===== config.mk =====
export PLATFORM = sky130hd
export DESIGN_NAME = pip_back_flat
export DESIGN_NICKNAME = d
export VERILOG_FILES = /design/src/sv/pip_pkg.sv /design/src/sv/pip_result_if.sv /design/src/sv/pip_back.sv /design/src/flat_wrapper.sv
export SDC_FILE = /design/constraint.sdc
export NUM_CORES = 2
export LEC_CHECK = 0
export BUFFER_PORTS_ARGS = -buffer_cell sky130_fd_sc_hd__buf_2
export CELL_PAD_IN_SITES_DETAIL_PLACEMENT = 1
export CELL_PAD_IN_SITES_GLOBAL_PLACEMENT = 1
export CORE_ASPECT_RATIO = 0.6
export CORE_MARGIN = 2
export CORE_UTILIZATION = 52
export DETAILED_ROUTE_END_ITERATION = 6
export PLACE_DENSITY = 0.93
export RECOVER_POWER = 50
export REMOVE_ABC_BUFFERS = 1
export SLEW_MARGIN = 20
export SYNTH_ARGS = -nofsm -noshare
export SYNTH_HDL_FRONTEND = slang
export SYNTH_SLANG_ARGS = --single-unit

===== constraint.sdc =====
create_clock -name clk -period 11.8 [get_ports clk]
set_input_delay 0 -clock clk [delete_from_list [all_inputs] [get_ports clk]]
set_output_delay 0 -clock clk [all_outputs]
set_load 0.01 [all_outputs]

===== src/sv/pip_pkg.sv =====
// Shared types and constants for the point-in-polygon block.
// Used by every module of the block and by pip_vertex_if; depends on nothing.
package pip_pkg;

  localparam int COORD_BITS_DEFAULT = 16;
  localparam int TOUCH_BITS = 15;
  localparam logic [TOUCH_BITS-1:0] TOUCH_RESET = 15'd20;
  localparam int QUEUE_DEPTH = 4;

  // Kind of work a vertex beat asks of the back end.
  typedef enum logic [1:0] {
    OP_OPEN,
    OP_EDGE,
    OP_CLOSE,
    OP_TOUCH
  } op_t;

  typedef struct packed {
    logic valid;
    logic full;
  } q_status_t;

endpackage


===== src/sv/pip_result_if.sv =====
// Output channel: one inside/outside verdict per polygon.
// Stands alone; no package items are needed.
interface pip_result_if;
  logic valid;
  logic ready;
  logic inside_res;

  modport source (output valid, inside_res, input ready);
  modport sink (input valid, inside_res, output ready);
endinterface


===== src/sv/pip_back.sv =====
// Back end: multiplies the job operands, compares the products, keeps the
// crossing parity and holds the result beat. Holds the touch distance.
// Depends on pip_pkg and pip_result_if.
module pip_back #(
  parameter int COORD_BITS = pip_pkg::COORD_BITS_DEFAULT,
  localparam int DW = COORD_BITS + 1,
  localparam int JOB_BITS = 8 * DW + 4 + $bits(pip_pkg::op_t)
) (
  input  logic                               clk,
  input  logic                               rst,
  input  logic                               cfg_write,
  input  logic [pip_pkg::TOUCH_BITS-1:0]     cfg_data,
  input  logic [JOB_BITS-1:0]                job,
  input  pip_pkg::q_status_t                 q_stat,
  output logic                               q_pop,
  pip_result_if.source                       res
);

  localparam int PW = 2 * DW;
  localparam int TW = 2 * pip_pkg::TOUCH_BITS;
  localparam int SW = (PW + 1 > TW) ? PW + 1 : TW;

  typedef struct packed {
    pip_pkg::op_t           op;
    logic                   s1;
    logic                   n1;
    logic                   s2;
    logic                   n2;
    logic signed [DW-1:0]   m1a;
    logic signed [DW-1:0]   m1b;
    logic signed [DW-1:0]   m2a;
    logic signed [DW-1:0]   m2b;
    logic signed [DW-1:0]   m3a;
    logic signed [DW-1:0]   m3b;
    logic signed [DW-1:0]   m4a;
    logic signed [DW-1:0]   m4b;
  } job_t;

  job_t                             j;
  logic [pip_pkg::TOUCH_BITS-1:0]   touch_distance;
  logic [TW-1:0]                    touch_sq;
  logic                             busy;
  pip_pkg::op_t                     op;
  logic                             s1, n1, s2, n2;
  logic signed [PW-1:0]             p1, p2, p3, p4;
  logic                             parity;
  logic                             parity_next;
  logic                             has_res;
  logic                             advance;
  logic                             c1, c2, near;
  logic [SW-1:0]                    dist_sq;

  assign j = job_t'(job);

  always_ff @(posedge clk) begin
    if (rst) begin
      touch_distance <= pip_pkg::TOUCH_RESET;
    end else if (cfg_write) begin
      touch_distance <= cfg_data;
    end
  end

  assign has_res = (op == pip_pkg::OP_CLOSE) || (op == pip_pkg::OP_TOUCH);
  assign advance = busy && (!has_res || !res.valid || res.ready);
  assign q_pop   = q_stat.valid && (!busy || advance);

  always_ff @(posedge clk) begin
    if (q_pop) begin
      op       <= j.op;
      s1       <= j.s1;
      n1       <= j.n1;
      s2       <= j.s2;
      n2       <= j.n2;
      p1       <= PW'(j.m1a) * PW'(j.m1b);
      p2       <= PW'(j.m2a) * PW'(j.m2b);
      p3       <= PW'(j.m3a) * PW'(j.m3b);
      p4       <= PW'(j.m4a) * PW'(j.m4b);
      touch_sq <= TW'(touch_distance) * TW'(touch_distance);
    end
  end

  always_comb begin
    c1      = s1 && (n1 ? (p1 > p2) : (p1 < p2));
    c2      = s2 && (n2 ? (p3 > p4) : (p3 < p4));
    dist_sq = SW'($unsigned(p1)) + SW'($unsigned(p2));
    near    = dist_sq <= SW'(touch_sq);
    unique case (op)
      pip_pkg::OP_OPEN:  parity_next = 1'b0;
      pip_pkg::OP_EDGE:  parity_next = parity ^ c1;
      pip_pkg::OP_CLOSE: parity_next = parity ^ c1 ^ c2;
      default:           parity_next = 1'b0;
    endcase
  end

  always_ff @(posedge clk) begin
    if (rst) begin
      busy      <= 1'b0;
      parity    <= 1'b0;
      res.valid <= 1'b0;
    end else begin
      if (q_pop) begin
        busy <= 1'b1;
      end else if (advance) begin
        busy <= 1'b0;
      end
      if (advance) begin
        parity <= parity_next;
      end
      if (advance && has_res) begin
        res.valid <= 1'b1;
      end else if (res.ready) begin
        res.valid <= 1'b0;
      end
    end
  end

  always_ff @(posedge clk) begin
    if (advance && has_res) begin
      res.inside_res <= (op == pip_pkg::OP_TOUCH) ? near : parity_next;
    end
  end

endmodule


===== src/flat_wrapper.sv =====
// flat-port wrapper written by rule: the top's interface ports become plain ports
module pip_back_flat 
#(
  parameter int COORD_BITS = pip_pkg::COORD_BITS_DEFAULT,
  localparam int DW = COORD_BITS + 1,
  localparam int JOB_BITS = 8 * DW + 4 + $bits(pip_pkg::op_t)
)
  (clk, rst, cfg_write, cfg_data, job, q_stat, q_pop, res_valid, res_inside_res, res_ready);
  pip_result_if res_i ();
  input  logic clk;
  input  logic rst;
  input  logic cfg_write;
  input  logic [pip_pkg::TOUCH_BITS-1:0] cfg_data;
  input  logic [JOB_BITS-1:0] job;
  input  pip_pkg::q_status_t q_stat;
  output logic q_pop;
  output wire logic [$bits(res_i.valid)-1:0] res_valid;
  output wire logic [$bits(res_i.inside_res)-1:0] res_inside_res;
  input wire logic [$bits(res_i.ready)-1:0] res_ready;
  assign res_valid = res_i.valid;
  assign res_inside_res = res_i.inside_res;
  assign res_i.ready = res_ready;
  pip_back #(.COORD_BITS(COORD_BITS)) u_core (.clk(clk), .rst(rst), .cfg_write(cfg_write), .cfg_data(cfg_data), .job(job), .q_stat(q_stat), .q_pop(q_pop), .res(res_i));
endmodule

==> impl_results.md <==
- Setup skew after layout: 16.1 ps
- Number of buffers inserted during clock tree synthesis: 17
- Core box area: 112000 sq um
- Relative area change from synthesis to final layout: 4.95%
- FFs w/ async S/R, synth: 0%
- WHS Endpoint: u_core.p2[0]
- Outcome: finished with violations
- Max Cap Violations: 2
- Combined area of all synthesized cells: 59100 sq um
- Path category of the worst min-delay check: in -> reg
- First-pass GRT wire length: 321000 um
- Element type at the critical path end: output port
- Final RePlAce weighted congestion: 0.915
- Setup violators final: 0
- Synth Instances: 6195
- HPWL reported at the end of detailed placement: 157000 um
- Clock period minus final worst setup slack: 8650 ps
- Synth Area in XOR/XNOR: 3.04%
- Startpoint type of the worst setup path: flop
- Horizontal extent of the die: 439 um
- Finished layout cell area: 62100 sq um
- Maximum number of pins on one net before global-route repair: 63
- Detailed Route Iter0 Violations: 3976
- Data arrival time of the critical path: 8650 ps
- Site Rows: 95
- Number of max-slew violations in the final report: 116
- Vias/cell: 5.95
- Global-route usage over all layers: 36.1%
- Area of combinational cells with multiple inputs: 47100 sq um
- Worst setup slack for register-to-register paths: 3560 ps
- Yosys warnings: 0
- Tightest slew margin relative to the limit: -184%
- Initial antenna violation count: 8
- Launching point of the worst reg2reg path: u_core.op[0]
- Number of synthesized flops with an enable pin: 172
- Area post-placement: 61300 sq um
- Clock-pin slew on the worst setup and hold paths: 90 ps
- DIE HEIGHT: 265 um
- Via Count: 46181
- Yosys reg bits: 190
- Final layout net count: 8286
- Post-synthesis adder-cell area fraction: 56.6%
- Multiplexer area fraction after synthesis: 0.307%
- Share of post-route cells with drive strength above 1: 3.39%
- Post-synthesis average cell area: 9.55 sq um
- Combinational family with the most area after synthesis: adder cells
- Leftover overflow at the end of global routing: 0
- Total die area: 117000 sq um
- Number of iterations in the first detailed-routing pass: 5
- Final Routed Wirelength: 204000 um
- Fraction of the mapped netlist area in compound gates: 5.63%
- TritonCTS clock tree: yes
- Num ports: 166
- Number of buffers on the longest clock path: 2
- Period utilization: 73.3%
- Post-detailed-route count of antenna-violating nets: 0
- Count of instances resized after the clock tree is built: 0
- Destination of the worst register-to-register timing path: u_core.p3[1]
- Area taken by flip-flops and latches: 5530 sq um
- Yosys cell types: 87
- Failing checks: max-capacitance violations, max-slew violations
- Start point of the worst min-delay path: job[68]
- # clock sinks: 190
- Worst skew pair latency: 510 ps
- Total negative slack: 0 ps
- Depth of the most critical reg-to-reg path: 7
- Clock Root Buffer: sky130_fd_sc_hd__clkbuf_16
- Top fanout value on the critical path: 62
- Buffers added on ports: 164
- Final hold violation count: 0
- Measured slew at the worst slew-check pin: 4270 ps
- Worst Hold Slack: 43.3 ps
- Most used DFF post-synth: sky130_fd_sc_hd__edfxtp_1
- Number of global-route vias before repair: 55429
- Fraction of the yosys area taken by sequential cells: 9.34%
- Top achievable clock speed: 116 MHz
- Effective utilization at floorplan: 52.6%
- Path type of the worst setup path: reg -> out
- RSZ-0062 raised after global routing: no
- # fillers: 12676
- Total DRC errors in the routed layout: 0
- Wirelength per Cell: 26.3 um
- Simple-gate area share of the yosys netlist: 14.0%
- Core Util, Final: 55.3%
- Data required time of the worst path: 11800 ps
- Number of cells traversed by the worst hold path: 2
- Max H-tree Level: 4
==> flip-flops by register name, indices dropped and copies added (netlist names) <==
signal / cells
u_core.n1: 1
u_core.res.valid: 1
u_core.touch_distance: 15
u_core.busy: 1
u_core.res.inside_res: 1
u_core.p2: 34
u_core.p3: 34
u_core.s1: 1
u_core.parity: 1
u_core.s2: 1
u_core.touch_sq: 29
u_core.p1: 34
u_core.op: 2
u_core.n2: 1
u_core.p4: 34
==> layout by cell type, fill, tap and decap left out, types with 10 or more instances in the layout <==
master / count
sky130_fd_sc_hd__a31oi_1: 13
sky130_fd_sc_hd__clkbuf_1: 23
sky130_fd_sc_hd__dfxtp_1: 18
sky130_fd_sc_hd__and2_1: 619
sky130_fd_sc_hd__a211oi_1: 10
sky130_fd_sc_hd__nor2_1: 178
sky130_fd_sc_hd__nor3_1: 19
sky130_fd_sc_hd__and3_1: 16
sky130_fd_sc_hd__o21bai_1: 24
sky130_fd_sc_hd__clkbuf_16: 17
sky130_fd_sc_hd__a21oi_1: 175
sky130_fd_sc_hd__fa_1: 1322
sky130_fd_sc_hd__inv_1: 1560
sky130_fd_sc_hd__buf_2: 153
sky130_fd_sc_hd__a21o_1: 75
sky130_fd_sc_hd__o211ai_1: 10
sky130_fd_sc_hd__mux2i_1: 17
sky130_fd_sc_hd__nand4_1: 25
sky130_fd_sc_hd__nand2b_1: 49
sky130_fd_sc_hd__nand2_1: 643
sky130_fd_sc_hd__a211o_1: 14
sky130_fd_sc_hd__and2_0: 12
sky130_fd_sc_hd__o21a_1: 23
sky130_fd_sc_hd__edfxtp_1: 172
sky130_fd_sc_hd__xor2_1: 39
sky130_fd_sc_hd__ha_1: 562
sky130_fd_sc_hd__o21ai_0: 87
sky130_fd_sc_hd__nor2b_1: 23
sky130_fd_sc_hd__nand3_1: 28
sky130_fd_sc_hd__xnor2_1: 166
sky130_fd_sc_hd__dlygate4sd3_1: 26
==> per-stage QoR <==
stage / worst slack (ps) / cells
final: 3150 / 7764
after global routing: 2740 / 7762
after CTS: 4090 / 7755
after detailed placement: 4240 / 7697
after global placement: 4730 / 7697
after floorplan: 2410 / 6019
==> cell type report <==
cell class,instances,share of cell area (%)
inverter,1561,9.44
timing repair buffer,201,1.80
antenna,9,0.0363
sequential,190,8.90
clock inverter,12,0.220
tap,1503,3.03
multi-input combinational,4268,75.9
clock buffer,20,0.704
==> synth_stat cells (all sizes together) (15+ instances only) <==
cell / number / area share [%]
o21ai: 93 / 0.79
xor2: 39 / 0.58
and2: 633 / 6.7
a21oi: 176 / 1.5
dfxtp: 18 / 0.61
nor2b: 25 / 0.27
and3: 17 / 0.18
o21a: 23 / 0.29
clkbuf: 167 / 1.1
a21o: 75 / 0.95
mux2i: 17 / 0.29
nor3: 19 / 0.16
nand2b: 49 / 0.52
ha: 562 / 12
o21bai: 24 / 0.30
nand4: 25 / 0.26
edfxtp: 172 / 8.7
inv: 1561 / 9.9
nor2: 178 / 1.1
fa: 1322 / 45
nand3: 28 / 0.24
nand2: 643 / 4.1
xnor2: 166 / 2.5
a31oi: 15 / 0.19
a211o: 15 / 0.22
==> worst max-delay path, stage by stage (launching register included) <==
cell	delay (ps)
sky130_fd_sc_hd__edfxtp_1	430
sky130_fd_sc_hd__ha_1	290
sky130_fd_sc_hd__o21ai_0	330
sky130_fd_sc_hd__nor2_1	150
sky130_fd_sc_hd__nor2b_4	120
sky130_fd_sc_hd__clkbuf_1	2950
sky130_fd_sc_hd__clkbuf_1	2410
sky130_fd_sc_hd__buf_4	960
sky130_fd_sc_hd__buf_2	270
==> worst max-delay path by stage <==
| stage | cells after the start | from | to |
|---|---|---|---|
| finish | 8 | u_core.op[0] | q_pop |
| CTS | 19 | u_core.touch_distance[10] | u_core.touch_sq[29] |
| global route | 8 | u_core.op[0] | q_pop |
| detailed placement | 19 | u_core.touch_distance[10] | u_core.touch_sq[29] |
| floorplan | 4 | u_core.op[0] | u_core.n1 |
| global placement | 19 | u_core.touch_distance[10] | u_core.touch_sq[27] |
==> layer usage <==
layer | track usage [%] | part of all wire [%] | vias up
li1 | - | - | 18593
met1 | 41.7 | 35 | 23822
met2 | 61.2 | 49 | 2744
met3 | 8.18 | 8.4 | 1022
met4 | 21.7 | 7.0 | 0
met5 | 0 | 0 | -
==> kinds of logic after synthesis <==
logic type / Yosys count
fa+ha+maj: 1884
buf+inv: 1737
simple gates: 1651
compound gates: 510
xor+xnor: 205
flops: 190
mux: 18
==> repair_timing <==
action	4_1_cts	5_1_grt
endpoints found under the hold margin	23	0
hold buffers	26	0
setup buffers	0	0
endpoints found under the setup margin	0	0
Power is not shown: default switching activity piles up to over one toggle a cycle in this logic, so the estimate is an artifact.
